`src/rtl/kdpq_pkg.sv`:
```
// Shared types and constants for the key-frame drop packet queue.
package kdpq_pkg;

   localparam int DEPTH_DEFAULT       = 32;
   localparam int HANDLE_BITS_DEFAULT = 32;
   localparam int LIMIT_BITS          = 5;
   localparam int ENTRIES_BITS        = 6;
   localparam int EXT_HANDLE_BITS     = 32;
   localparam logic [LIMIT_BITS-1:0] LIMIT_RESET = 5'd31;

   typedef enum logic {
      OP_PUSH = 1'b0,
      OP_POP  = 1'b1
   } op_type;

   typedef enum logic [1:0] {
      RK_POP  = 2'd0,
      RK_DROP = 2'd1,
      RK_DONE = 2'd2
   } result_kind_type;

   typedef enum logic [2:0] {
      ST_IDLE,
      ST_PUSH,
      ST_RUN,
      ST_DONE,
      ST_POP
   } state_type;

   typedef struct packed {
      logic                       kind;
      logic [EXT_HANDLE_BITS-1:0] packet_handle;
      logic                       is_key;
   } req_type;

   typedef struct packed {
      result_kind_type            result_kind;
      logic [EXT_HANDLE_BITS-1:0] out_handle;
      logic                       out_key;
      logic                       found;
      logic [ENTRIES_BITS-1:0]    entries_left;
      logic                       last;
   } rsp_type;

   // Classified command handed from the front end to the engine.
   typedef struct packed {
      op_type                     op;
      logic [EXT_HANDLE_BITS-1:0] handle;
      logic                       key;
   } cmd_type;

endpackage

```
`src/rtl/kdpq_front.sv`:
```
// Front end: accepts requests, classifies them and buffers them in a two-entry queue.
module kdpq_front #(
   parameter int HANDLE_BITS = kdpq_pkg::HANDLE_BITS_DEFAULT
) (
   input  logic              clock,
   input  logic              reset,
   input  logic              req_push,
   output logic              req_full,
   input  kdpq_pkg::req_type req_data,
   output logic              cmd_valid,
   input  logic              cmd_take,
   output kdpq_pkg::cmd_type cmd
);

   localparam logic [kdpq_pkg::EXT_HANDLE_BITS-1:0] HANDLE_MASK =
      (HANDLE_BITS >= kdpq_pkg::EXT_HANDLE_BITS) ? '1 :
      kdpq_pkg::EXT_HANDLE_BITS'((64'(1) << HANDLE_BITS) - 64'(1));

   kdpq_pkg::cmd_type entry_ff [2];
   logic              wr_ptr_ff, wr_ptr_in;
   logic              rd_ptr_ff, rd_ptr_in;
   logic [1:0]        count_ff, count_in;
   kdpq_pkg::cmd_type classified;
   logic              do_push;
   logic              do_pop;

   always_comb begin
      classified.op     = req_data.kind ? kdpq_pkg::OP_POP : kdpq_pkg::OP_PUSH;
      classified.handle = req_data.packet_handle & HANDLE_MASK;
      classified.key    = req_data.is_key;
   end

   assign req_full  = (count_ff == 2'd2);
   assign cmd_valid = (count_ff != 2'd0);
   assign cmd       = entry_ff[rd_ptr_ff];
   assign do_push   = req_push && !req_full;
   assign do_pop    = cmd_take && cmd_valid;

   always_comb begin
      wr_ptr_in = do_push ? ~wr_ptr_ff : wr_ptr_ff;
      rd_ptr_in = do_pop ? ~rd_ptr_ff : rd_ptr_ff;
      count_in  = count_ff + 2'(do_push) - 2'(do_pop);
   end

   always_ff @(posedge clock) begin
      if (reset) begin
         wr_ptr_ff <= 1'b0;
         rd_ptr_ff <= 1'b0;
         count_ff  <= 2'd0;
      end else begin
         wr_ptr_ff <= wr_ptr_in;
         rd_ptr_ff <= rd_ptr_in;
         count_ff  <= count_in;
      end
   end

   always_ff @(posedge clock) begin
      if (do_push) begin
         entry_ff[wr_ptr_ff] <= classified;
      end
   end

endmodule

```
`src/rtl/kdpq_back.sv`:
```
// Back end: descriptor storage, head and occupancy tracking, and the drop sequencer.
module kdpq_back #(
   parameter int DEPTH       = kdpq_pkg::DEPTH_DEFAULT,
   parameter int HANDLE_BITS = kdpq_pkg::HANDLE_BITS_DEFAULT
) (
   input  logic                                clock,
   input  logic                                reset,
   input  logic [kdpq_pkg::LIMIT_BITS-1:0]     packet_limit,
   input  logic                                cmd_valid,
   output logic                                cmd_take,
   input  kdpq_pkg::cmd_type                   cmd,
   output logic                                rsp_push,
   input  logic                                rsp_full,
   output kdpq_pkg::rsp_type                   rsp
);

   localparam int IW = $clog2(DEPTH);
   localparam int OW = $clog2(DEPTH + 1);
   localparam int SW = IW + 1;

   logic [HANDLE_BITS-1:0] mem_hnd [DEPTH];
   logic                   mem_key [DEPTH];

   kdpq_pkg::state_type    state_ff, state_in;
   logic [IW-1:0]          head_ff, head_in;
   logic [OW-1:0]          occ_ff, occ_in;
   logic [HANDLE_BITS-1:0] hnd_ff;
   logic                   key_ff;
   logic                   bypass_ff;
   logic                   full_ff;
   logic [HANDLE_BITS-1:0] rd_hnd_ff;
   logic                   rd_key_ff;

   logic [SW-1:0]          tail_sum;
   logic [IW-1:0]          tail;
   logic [IW-1:0]          head_inc;
   logic [OW-1:0]          occ_dec;
   logic                   is_full;
   logic                   over_limit;
   logic [HANDLE_BITS-1:0] head_hnd;
   logic                   head_key;

   logic                   load_cmd;
   logic                   wr_en;
   logic                   rd_en;
   logic [IW-1:0]          rd_addr;
   logic                   occ_inc;
   logic                   pop_head;
   logic                   emit;

   always_comb begin
      tail_sum   = SW'(head_ff) + SW'(occ_ff);
      tail       = (tail_sum >= SW'(DEPTH)) ? IW'(tail_sum - SW'(DEPTH)) : IW'(tail_sum);
      head_inc   = (head_ff == IW'(DEPTH - 1)) ? '0 : head_ff + IW'(1);
      occ_dec    = occ_ff - OW'(1);
      is_full    = (occ_ff == OW'(DEPTH));
      over_limit = kdpq_pkg::ENTRIES_BITS'(occ_ff) > kdpq_pkg::ENTRIES_BITS'(packet_limit);
      // When the queue was empty the head read raced the write of the new entry.
      head_hnd   = bypass_ff ? hnd_ff : rd_hnd_ff;
      head_key   = bypass_ff ? key_ff : rd_key_ff;
   end

   // Next state.
   always_comb begin
      state_in = state_ff;
      case (state_ff)
         kdpq_pkg::ST_IDLE: begin
            if (cmd_valid) begin
               state_in = (cmd.op == kdpq_pkg::OP_POP) ? kdpq_pkg::ST_POP : kdpq_pkg::ST_PUSH;
            end
         end
         kdpq_pkg::ST_PUSH: begin
            if (!rsp_full) begin
               if (full_ff) begin
                  state_in = kdpq_pkg::ST_DONE;
               end else if (over_limit) begin
                  state_in = head_key ? kdpq_pkg::ST_DONE : kdpq_pkg::ST_RUN;
               end else begin
                  state_in = kdpq_pkg::ST_IDLE;
               end
            end
         end
         kdpq_pkg::ST_RUN: begin
            if (!rsp_full && !(occ_ff != '0 && !rd_key_ff)) begin
               state_in = kdpq_pkg::ST_IDLE;
            end
         end
         kdpq_pkg::ST_DONE, kdpq_pkg::ST_POP: begin
            if (!rsp_full) begin
               state_in = kdpq_pkg::ST_IDLE;
            end
         end
         default: state_in = kdpq_pkg::ST_IDLE;
      endcase
   end

   // Outputs and datapath controls.
   always_comb begin
      cmd_take = 1'b0;
      load_cmd = 1'b0;
      wr_en    = 1'b0;
      rd_en    = 1'b0;
      rd_addr  = head_ff;
      occ_inc  = 1'b0;
      pop_head = 1'b0;
      emit     = 1'b0;
      rsp      = '0;
      case (state_ff)
         kdpq_pkg::ST_IDLE: begin
            if (cmd_valid) begin
               cmd_take = 1'b1;
               load_cmd = 1'b1;
               rd_en    = 1'b1;
               if (cmd.op == kdpq_pkg::OP_PUSH && !is_full) begin
                  wr_en   = 1'b1;
                  occ_inc = 1'b1;
               end
            end
         end
         kdpq_pkg::ST_PUSH: begin
            emit = 1'b1;
            if (full_ff) begin
               rsp.result_kind  = kdpq_pkg::RK_DROP;
               rsp.out_handle   = kdpq_pkg::EXT_HANDLE_BITS'(hnd_ff);
               rsp.out_key      = key_ff;
               rsp.entries_left = kdpq_pkg::ENTRIES_BITS'(occ_ff);
            end else if (over_limit) begin
               rsp.result_kind  = kdpq_pkg::RK_DROP;
               rsp.out_handle   = kdpq_pkg::EXT_HANDLE_BITS'(head_hnd);
               rsp.out_key      = head_key;
               rsp.entries_left = kdpq_pkg::ENTRIES_BITS'(occ_dec);
               pop_head         = !rsp_full;
               rd_en            = !rsp_full;
               rd_addr          = head_inc;
            end else begin
               rsp.result_kind  = kdpq_pkg::RK_DONE;
               rsp.entries_left = kdpq_pkg::ENTRIES_BITS'(occ_ff);
               rsp.last         = 1'b1;
            end
         end
         kdpq_pkg::ST_RUN: begin
            emit = 1'b1;
            if (occ_ff != '0 && !rd_key_ff) begin
               rsp.result_kind  = kdpq_pkg::RK_DROP;
               rsp.out_handle   = kdpq_pkg::EXT_HANDLE_BITS'(rd_hnd_ff);
               rsp.out_key      = rd_key_ff;
               rsp.entries_left = kdpq_pkg::ENTRIES_BITS'(occ_dec);
               pop_head         = !rsp_full;
               rd_en            = !rsp_full;
               rd_addr          = head_inc;
            end else begin
               rsp.result_kind  = kdpq_pkg::RK_DONE;
               rsp.entries_left = kdpq_pkg::ENTRIES_BITS'(occ_ff);
               rsp.last         = 1'b1;
            end
         end
         kdpq_pkg::ST_DONE: begin
            emit             = 1'b1;
            rsp.result_kind  = kdpq_pkg::RK_DONE;
            rsp.entries_left = kdpq_pkg::ENTRIES_BITS'(occ_ff);
            rsp.last         = 1'b1;
         end
         kdpq_pkg::ST_POP: begin
            emit            = 1'b1;
            rsp.result_kind = kdpq_pkg::RK_POP;
            rsp.last        = 1'b1;
            if (occ_ff != '0) begin
               rsp.out_handle   = kdpq_pkg::EXT_HANDLE_BITS'(rd_hnd_ff);
               rsp.out_key      = rd_key_ff;
               rsp.found        = 1'b1;
               rsp.entries_left = kdpq_pkg::ENTRIES_BITS'(occ_dec);
               pop_head         = !rsp_full;
            end
         end
         default: begin
            emit = 1'b0;
         end
      endcase
   end

   assign rsp_push = emit && !rsp_full;

   always_comb begin
      head_in = pop_head ? head_inc : head_ff;
      if (occ_inc) begin
         occ_in = occ_ff + OW'(1);
      end else if (pop_head) begin
         occ_in = occ_dec;
      end else begin
         occ_in = occ_ff;
      end
   end

   always_ff @(posedge clock) begin
      if (reset) begin
         state_ff <= kdpq_pkg::ST_IDLE;
         head_ff  <= '0;
         occ_ff   <= '0;
      end else begin
         state_ff <= state_in;
         head_ff  <= head_in;
         occ_ff   <= occ_in;
      end
   end

   always_ff @(posedge clock) begin
      if (load_cmd) begin
         hnd_ff    <= HANDLE_BITS'(cmd.handle);
         key_ff    <= cmd.key;
         bypass_ff <= (occ_ff == '0);
         full_ff   <= is_full;
      end
   end

   always_ff @(posedge clock) begin
      if (wr_en) begin
         mem_hnd[tail] <= HANDLE_BITS'(cmd.handle);
         mem_key[tail] <= cmd.key;
      end
      if (rd_en) begin
         rd_hnd_ff <= mem_hnd[rd_addr];
         rd_key_ff <= mem_key[rd_addr];
      end
   end

endmodule

```
`src/rtl/kdpq_rsp_queue.sv`:
```
// Two-entry result queue between the engine and the result port.
module kdpq_rsp_queue (
   input  logic              clock,
   input  logic              reset,
   input  logic              in_push,
   output logic              in_full,
   input  kdpq_pkg::rsp_type in_data,
   output logic              out_empty,
   input  logic              out_pop,
   output kdpq_pkg::rsp_type out_data
);

   kdpq_pkg::rsp_type entry_ff [2];
   logic              wr_ptr_ff, wr_ptr_in;
   logic              rd_ptr_ff, rd_ptr_in;
   logic [1:0]        count_ff, count_in;
   logic              do_push;
   logic              do_pop;

   assign in_full   = (count_ff == 2'd2);
   assign out_empty = (count_ff == 2'd0);
   assign out_data  = entry_ff[rd_ptr_ff];
   assign do_push   = in_push && !in_full;
   assign do_pop    = out_pop && !out_empty;

   always_comb begin
      wr_ptr_in = do_push ? ~wr_ptr_ff : wr_ptr_ff;
      rd_ptr_in = do_pop ? ~rd_ptr_ff : rd_ptr_ff;
      count_in  = count_ff + 2'(do_push) - 2'(do_pop);
   end

   always_ff @(posedge clock) begin
      if (reset) begin
         wr_ptr_ff <= 1'b0;
         rd_ptr_ff <= 1'b0;
         count_ff  <= 2'd0;
      end else begin
         wr_ptr_ff <= wr_ptr_in;
         rd_ptr_ff <= rd_ptr_in;
         count_ff  <= count_in;
      end
   end

   always_ff @(posedge clock) begin
      if (do_push) begin
         entry_ff[wr_ptr_ff] <= in_data;
      end
   end

endmodule

```
`src/rtl/keyframe_drop_packet_queue_core.sv`:
```
// Top level of the key-frame drop packet queue: front end, engine, result queue, limit register.
// The engine takes one transaction at a time and emits its results one by one, holding while
// the result queue is full; a pop or a push without drops makes one result, and each dropped
// descriptor adds one more.
// Reset is synchronous: it empties both queues, zeroes head and occupancy and sets the limit
// to 31; the descriptor storage is not cleared, as only written entries are ever read.
module keyframe_drop_packet_queue_core #(
   parameter int DEPTH       = kdpq_pkg::DEPTH_DEFAULT,
   parameter int HANDLE_BITS = kdpq_pkg::HANDLE_BITS_DEFAULT
) (
   input  logic                            clock,
   input  logic                            reset,
   // Request channel: a transaction is taken when push is high and full is low.
   input  logic                            req_push,
   output logic                            req_full,
   input  kdpq_pkg::req_type               req_data,
   // Result channel: the oldest result is shown while empty is low.
   output logic                            rsp_empty,
   input  logic                            rsp_pop,
   output kdpq_pkg::rsp_type               rsp_data,
   // Packet limit register write channel.
   input  logic                            csr_valid,
   output logic                            csr_ready,
   input  logic [kdpq_pkg::LIMIT_BITS-1:0] csr_wdata
);

   logic [kdpq_pkg::LIMIT_BITS-1:0] packet_limit_ff;
   logic [kdpq_pkg::LIMIT_BITS-1:0] packet_limit_in;

   logic              cmd_valid;
   logic              cmd_take;
   kdpq_pkg::cmd_type cmd;
   logic              eng_push;
   logic              eng_full;
   kdpq_pkg::rsp_type eng_rsp;

   // The limit register is always writable; writes are only expected while the block is idle.
   assign csr_ready       = 1'b1;
   assign packet_limit_in = (csr_valid && csr_ready) ? csr_wdata : packet_limit_ff;

   always_ff @(posedge clock) begin
      if (reset) begin
         packet_limit_ff <= kdpq_pkg::LIMIT_RESET;
      end else begin
         packet_limit_ff <= packet_limit_in;
      end
   end

   // The front end decodes push versus pop and masks the handle to the stored width, then
   // holds up to two commands so the request side keeps flowing while the engine drops.
   kdpq_front #(
      .HANDLE_BITS (HANDLE_BITS)
   ) u_front (
      .clock     (clock),
      .reset     (reset),
      .req_push  (req_push),
      .req_full  (req_full),
      .req_data  (req_data),
      .cmd_valid (cmd_valid),
      .cmd_take  (cmd_take),
      .cmd       (cmd)
   );

   // The engine owns the circular descriptor store. A push into a full store drops the new entry;
   // else it appends, checks the count against the limit, drops a key-frame head or walks a run of
   // non-key entries off the head, one per cycle unless stalled, emitting each dropped descriptor.
   kdpq_back #(
      .DEPTH       (DEPTH),
      .HANDLE_BITS (HANDLE_BITS)
   ) u_back (
      .clock        (clock),
      .reset        (reset),
      .packet_limit (packet_limit_ff),
      .cmd_valid    (cmd_valid),
      .cmd_take     (cmd_take),
      .cmd          (cmd),
      .rsp_push     (eng_push),
      .rsp_full     (eng_full),
      .rsp          (eng_rsp)
   );

   // Results are buffered so the engine can keep working while the consumer stalls.
   kdpq_rsp_queue u_rsp_queue (
      .clock     (clock),
      .reset     (reset),
      .in_push   (eng_push),
      .in_full   (eng_full),
      .in_data   (eng_rsp),
      .out_empty (rsp_empty),
      .out_pop   (rsp_pop),
      .out_data  (rsp_data)
   );

endmodule
```
`config.mk`:
```
export PLATFORM = sky130hd
export DESIGN_NAME = keyframe_drop_packet_queue_core
export DESIGN_NICKNAME = d
export VERILOG_FILES = /design/src/rtl/kdpq_pkg.sv /design/src/rtl/kdpq_front.sv /design/src/rtl/kdpq_back.sv /design/src/rtl/kdpq_rsp_queue.sv /design/src/rtl/keyframe_drop_packet_queue_core.sv
export SDC_FILE = /design/constraint.sdc
export NUM_CORES = 2
export LEC_CHECK = 0
export ABC_AREA = 1
export BUFFER_PORTS_ARGS = -buffer_cell sky130_fd_sc_hd__buf_2
export CAP_MARGIN = 20
export CORE_ASPECT_RATIO = 0.9
export CORE_UTILIZATION = 57
export DETAILED_ROUTE_END_ITERATION = 16
export GPL_TIMING_DRIVEN = 0
export PLACE_DENSITY = 0.82
export SLEW_MARGIN = 15
export SYNTH_ARGS = -nofsm -noshare
export SYNTH_HDL_FRONTEND = slang
export SYNTH_SLANG_ARGS = --single-unit
```
`constraint.sdc`:
```
create_clock -name clock -period 4.7 [get_ports clock]
set_input_delay 0.705 -clock clock [delete_from_list [all_inputs] [get_ports clock]]
set_output_delay 0.705 -clock clock [all_outputs]
set_load 0.005 [all_outputs]
```
# == After elaboration in Yosys (flattened, before gate mapping) ==
# Memory sizes are Yosys's and may differ from the RTL's. A register that Yosys moved wholly into a read port is not among the register bits.
# Cells that the tools add are included.
# totals
input_bits,44
word_cells,127
ramBits,1210
output_inout_bits,46
register_bits,62
memories,4
# memory_table
name,depth,word_bits,read_ports,rd_ports_with_merged_regs,wr,line,rtl
u_back.mem_hnd,32,32,1,1,1,kdpq_back.sv:21,logic [HANDLE_BITS-1:0] mem_hnd [DEPTH];
u_rsp_queue.entry_ff,2,43,1,1,1,kdpq_rsp_queue.sv:13,kdpq_pkg::rsp_type entry_ff [2];
u_front.entry_ff,2,34,1,1,1,kdpq_front.sv:19,kdpq_pkg::cmd_type entry_ff [2];
u_back.mem_key,32,1,1,1,1,kdpq_back.sv:22,logic mem_key [DEPTH];
# classes
mux,58
n_bitwise,5
n_eq_ne,12
n_lt_le_gt_ge,2
reduce_logical,23
n_addsub,9
# op_table
cell,count
case mux 33 bit (3 select lines),1
2-to-1 mux 33 bit,2
2-to-1 mux 40 bit,1
2-to-1 mux 35 bit,1
2-to-1 mux 32 bit,1
2-to-1 mux 6 bit,5
case mux 7 bit (4 select lines),1
2-to-1 mux 1 bit,27
2-to-1 mux 5 bit,5
2-to-1 mux 3 bit,7
case mux 3 bit (4 select lines),1
case mux 5 bit (2 select lines),1
logical AND 1 bit,8
adder 5 x 6 -> 6 bit,1
adder 6 x 1 -> 6 bit (second input constant),1
== test 3 x 2 -> 1 bit (second input constant),2
== test 6 bit (second input constant),1
>= comparator 6 bit (second input constant),1
greater-than comparator 6 x 5 -> 1 bit,1
logical NOT 1 bit,6
logical NOT 6 bit,1
!= test 2 bit (second input constant),3
case mux 1 bit (3 select lines),2
case mux 2 bit (3 select lines),1
other kinds (19),28

# == Depth between registers and ports, before layout ==
# depth
word_depth,8
depth_mapped,20
depth_no_buf,18

# == Cells and area by module ==
# Synthesis repeated with hierarchy kept, for this count alone.
# hier_totals
cells_unflattened,4913
hier_area_um2,56516.7
# by_module_without_submodules
mod,instances,seq_area_each_um2,cells_per_inst,area_each_um2
kdpq_back,1,34032.6,4571,49915.4
kdpq_rsp_queue,1,2682.6,173,3559.7
kdpq_front,1,2142.1,145,2860.2
keyframe_drop_packet_queue_core,1,100.1,24,181.4

# == Worst setup path before layout ==
# OpenSTA, ideal clock, no wires.
# synth_timing
path_kind,reg-to-reg
from,register u_back.state_ff[1]
to,"memory u_back.mem_hnd[0][0] in the netlist's numbering, enable pin"
arrival_ns,4.706
path_buffers,1
synth_period_minus_slack_ns,5.129
required_ns,4.277
setup_ns,0.423
path_stages_with_launch,11
slack_ns,-0.429
cell_sequence,dfxtp_1 inv_2 nand2_1 nor2_1 inv_1 nor2_1 inv_1 nor3_1 buf_2 nand3_1 nor2_1
# synth_via
elab_chain_cells,4
# synth_lines
element,line,rtl
"start, declared",kdpq_back.sv:24,"kdpq_pkg::state_type state_ff, state_in;"
"start signal, assigned",kdpq_back.sv:196,state_ff <= kdpq_pkg::ST_IDLE;
"start signal, assigned",kdpq_back.sv:200,state_ff <= state_in;
logical NOT 3 bit,kdpq_back.sv:108,case (state_ff)
2-to-1 mux 1 bit,kdpq_back.sv:108,
2-to-1 mux 1 bit,kdpq_back.sv:216,if (wr_en) begin
2-to-1 mux 1 bit (implied by the code),kdpq_back.sv:217,mem_hnd[tail] <= HANDLE_BITS'(cmd.handle);
"end, declared",kdpq_back.sv:21,
# Every way passes these cells.

# == Worst setup path in the final report ==
# layout_timing
from,register u_back.state_ff[1]
to,"memory u_back.mem_hnd[13][4] in the netlist's numbering, enable pin"
# Same word-level chain as after synthesis.

==> results <==
- The total congestion overflow after global routing is 0.
- The die is roughly 330 um wide.
- The top cell types in the final layout, fill and taps aside, are sky130_fd_sc_hd__edfxtp_1 (1278), sky130_fd_sc_hd__nand2_1 (1171), sky130_fd_sc_hd__nand3_1 (1075).
- The total area inside the core boundary comes to 96900 sq um.
- The initial antenna violation count is 11.
- The endpoint of the most critical register-to-register path is u_back.mem_hnd[13][4]$_DFFE_PP_.
- The cell count after synthesis came out at between 4000 and 5000.
- The min-delay analysis places its worst path in the category in -> reg.
- Clock tree synthesis found a total of between 1000 and 1500 sinks.
- IR analysis of the VDD net gives a maximum drop of 0.517 mV.
- In this run the most used layer during global routing was met2.
- The post-route minimum period is around 4.4 ns.
- The launch instance of the worst min-delay path is req_data[14].
- The initial core utilization is 0.578.
- The post-synthesis average cell area is 11.4 sq um.
- The peak fanout along the critical path is 19.
- The row count is about 110.
- The synthesized design contains about 1300 register bits.
- The highest clock frequency the design can meet is 226 MHz.
- Buffers inserted during clock tree synthesis total 119.
- Clock-pin slew was measured on the worst setup and hold paths at roughly 0.06 ns.
- For this run, design rule violations remaining after detail routing come to 0.
- The number of cells on the worst reg-to-reg path is 11.
- The number of violations reported at the end of detailed-routing iteration 0 is between 7000 and 8000.
- Power spread over the standard cell area amounts to between 500 and 600 nW/um^2.
- The number of buffers added to fix hold violations after cts is 0.
- The overall routed net length is between 150 and 200 mm.
- The count of TritonRoute iterations in the first routing pass is 8.
- The data required time of the critical path is roughly 5.1 ns.
- The count of final max-slew check failures is 0.
- Along the worst hold path, the cell count comes to 1.
- The number of warnings reported in the yosys synthesis log is 0.
- Relative to the synthesized area, the layout overhead comes to 12.7%.
- Clock latency on the worst-skew pair, taken at its later pin, is approximately 0.73 ns.
- For this run, global-route usage on met2 was measured as 0.467.
- STA classifies the critical path endpoint as a flop.
- The number of levels in the clock H-tree is 3.
- The max-capacitance violation count is 0.
- Setup violations remaining at the end of the flow were counted as 0.
- For this run, global-route usage on met1 was measured as 0.436.
- In the final layout, the share of cells above drive strength 1 is 0.115.
- Using the TritonRoute via totals, the vias-per-cell ratio works out to around 6.
- In the synthesized netlist the async set-or-reset flop fraction comes to 0.
- The startpoint identified for the worst register-to-register timing path is u_back.state_ff[1]$_SDFFE_PP0P_.
- For this run, the leading register cell type out of synthesis is sky130_fd_sc_hd__edfxtp_1.
- The count of buffers from port buffering is 87.
- The count of cell types in the netlist is ~40.
- The worst-case register-to-register setup slack is 0.28 ns.
- After clock tree synthesis, the setup repair step added 0 buffers.
- The design draws around 0.038 W.
- The die covers around 100000 sq um.
- For the final routed database, the setup TNS stands at 0 ns.
- For the worst setup path, the data arrival time is ~4.8 ns.
- The quantity of gates resized following cts is 0.
- In the final routed layout, each cell accounts on average for roughly 25 um.
- The flow ran to the end, and the final reports show no timing, DRC or antenna violations.
- The post-synth design cell area is around 56000 sq um.
- The share of the Yosys chip area taken by registers is 0.695.
- The net total in the final layout is roughly 5200.
- The root cell of the clock tree is sky130_fd_sc_hd__clkbuf_16.
- The number of buffers on the longest clock path is 3.
- The number of nets produced by synthesis is roughly 5000.
- The TritonCTS clock tree is built.
- The hold slack is about 0.18 ns.
- For met3 alone, demand over resource in global routing was 0.0976.
- The startpoint-to-endpoint class of the critical path is reg -> reg.
- The final hold violation count is 0.
- Measured along the y axis, the die boundary spans between 200 and 300 um.
- The via count of the first global-routing pass came to 37600.
- In the finished design, the share of the clock period the worst path needs comes to 0.939.
- The transition time of the tightest slew-check pin is ~1.2 ns.
- The global placement routability congestion is 1.02.
- The end of the worst hold path is u_front.entry_ff[1][14]$_DFFE_PP_.
- The worst pin sits at a relative slew slack of 0.173.
- The number of enable flip-flop cells after synthesis is 1278.
- The library cell used most frequently in the layout, excluding fill and tap cells, is sky130_fd_sc_hd__edfxtp_1.
- The HPWL reported at the end of detailed placement is around 100 mm.
- Setup repair after global routing left no endpoint under its margin.
- Across every metal layer, demand over resource in global routing totals 0.320.
- In this run the remaining antenna-violating nets after routing total 0.
- Entering global routing, the biggest net connects 34 pins.
- The via total after detailed routing is approximately 40000.
- The worst setup path is launched from a flop.
- The number of top-level pins is 90.
- The global-route wire length before repair is about 230 mm.
- The layout has 6685 filler cells.
- Summed over all cells, the static leakage comes to 24.2 nW.
- Clock skew on the completed layout was measured at ~0.048 ns.
-- cell usage after synthesis, types with 17 or more instances --
library cell / count / area (sq um)
sky130_fd_sc_hd__a21oi_1: 28 / 140
sky130_fd_sc_hd__buf_1: 46 / 173
sky130_fd_sc_hd__buf_2: 156 / 781
sky130_fd_sc_hd__clkbuf_1: 102 / 383
sky130_fd_sc_hd__dfxtp_1: 29 / 581
sky130_fd_sc_hd__edfxtp_1: 1278 / 38400
sky130_fd_sc_hd__ha_1: 17 / 213
sky130_fd_sc_hd__inv_1: 484 / 1820
sky130_fd_sc_hd__mux2_2: 77 / 867
sky130_fd_sc_hd__nand2_1: 1172 / 4400
sky130_fd_sc_hd__nand3_1: 1075 / 5380
sky130_fd_sc_hd__nand3b_1: 232 / 1740
sky130_fd_sc_hd__nor2_1: 92 / 345
sky130_fd_sc_hd__o21ai_0: 51 / 255
-- layer usage --
metal,vias up,wire length (um),part of all wire
li1,17500,-,-
met4,8,8520,0.053
met3,536,25900,0.16
met1,19000,57700,0.36
met5,-,55,0.00034
met2,3327,70000,0.43
-- registers in the layout (all words and copies together), names as in the netlist, named ones only --
signal / flops
u_back.mem_hnd: 1024
u_rsp_queue.entry_ff: 86
u_front.entry_ff: 68
u_back.hnd_ff: 32
u_back.mem_key: 32
u_back.rd_hnd_ff: 32
u_back.occ_ff: 6
packet_limit_ff: 5
u_back.head_ff: 5
u_back.state_ff: 3
u_front.count_ff: 2
u_rsp_queue.count_ff: 2
u_back.bypass_ff: 1
u_back.full_ff: 1
u_back.key_ff: 1
u_back.rd_key_ff: 1
u_front.rd_ptr_ff: 1
u_front.wr_ptr_ff: 1
u_rsp_queue.rd_ptr_ff: 1
u_rsp_queue.wr_ptr_ff: 1
-- per-stage QoR --
stage          worst slack [ns]  instance area [sq um]   util  std cells
6_report                  0.285                  63100  0.652       6540
5_1_grt                  0.0688                  63100  0.652       6533
4_1_cts                   0.372                  63000  0.650       6527
3_5_place_dp              0.379                  59200  0.611       6305
3_3_place_gp              -1.87                  58100  0.599       6267
2_1_floorplan             0.236                  56000      -       4915
-- power breakdown --
part           internal (W)  switching, W  leakage (nW)
logic               0.00310       0.00954          10.5
registers            0.0152      0.000332          11.8
clock network       0.00528       0.00431          1.87
-- critical path, stage by stage (launching register included) --
cell and delay, ns:
sky130_fd_sc_hd__dfxtp_1 0.33, sky130_fd_sc_hd__inv_2 0.06, sky130_fd_sc_hd__nand2_1 0.13, sky130_fd_sc_hd__nor2_1 0.20, sky130_fd_sc_hd__inv_1 0.11, sky130_fd_sc_hd__nor2_4 0.47, sky130_fd_sc_hd__inv_1 0.14, sky130_fd_sc_hd__nor3_1 0.30
sky130_fd_sc_hd__buf_2 0.38, sky130_fd_sc_hd__nand3_1 0.84, sky130_fd_sc_hd__nor2_4 0.90, sky130_fd_sc_hd__buf_16 0.24
-- worst max path at each step --
stage	start	slack [ns]	endpoint
2_1_floorplan	u_back.state_ff[1]$_SDFFE_PP0P_	0.24	u_back.mem_hnd[0][0]$_DFFE_PP_
3_3_place_gp	u_back.state_ff[2]$_SDFFE_PP0P_	-1.87	u_back.mem_hnd[9][10]$_DFFE_PP_
3_5_place_dp	u_back.state_ff[1]$_SDFFE_PP0P_	0.38	u_back.mem_hnd[13][8]$_DFFE_PP_
4_1_cts	u_back.state_ff[1]$_SDFFE_PP0P_	0.37	u_back.mem_key[13]$_DFFE_PP_
5_1_grt	u_back.state_ff[2]$_SDFFE_PP0P_	0.07	u_back.mem_hnd[13][13]$_DFFE_PP_
6_report	u_back.state_ff[1]$_SDFFE_PP0P_	0.28	u_back.mem_hnd[13][4]$_DFFE_PP_
-- area by class of cell --
| cell class | count | area [sq um] | area share |
|---|---|---|---|
| clock inverter | 82 | 721 | 0.0114 |
| buffer | 310 | 1380 | 0.0218 |
| tap | 1265 | 1580 | 0.0251 |
| clock buffer | 140 | 3110 | 0.0492 |
| multi-input combinational | 2803 | 14100 | 0.224 |
| antenna | 7 | 17.5 | 0.000277 |
| timing repair buffer | 131 | 1410 | 0.0223 |
| inverter | 495 | 1860 | 0.0294 |
| sequential | 1307 | 39000 | 0.617 |
-- cells by family after synthesis --
| logic type | share of synthesized area |
|---|---|
| mux | 0.0155 |
| compound gates | 0.0110 |
| other cells | 0.0000669 |
| flops | 0.695 |
| fa+ha+maj | 0.00415 |
| buf+inv | 0.0578 |
| xor+xnor | 0.00203 |
| simple gates | 0.214 |
Power figures use the tool's default switching activity.
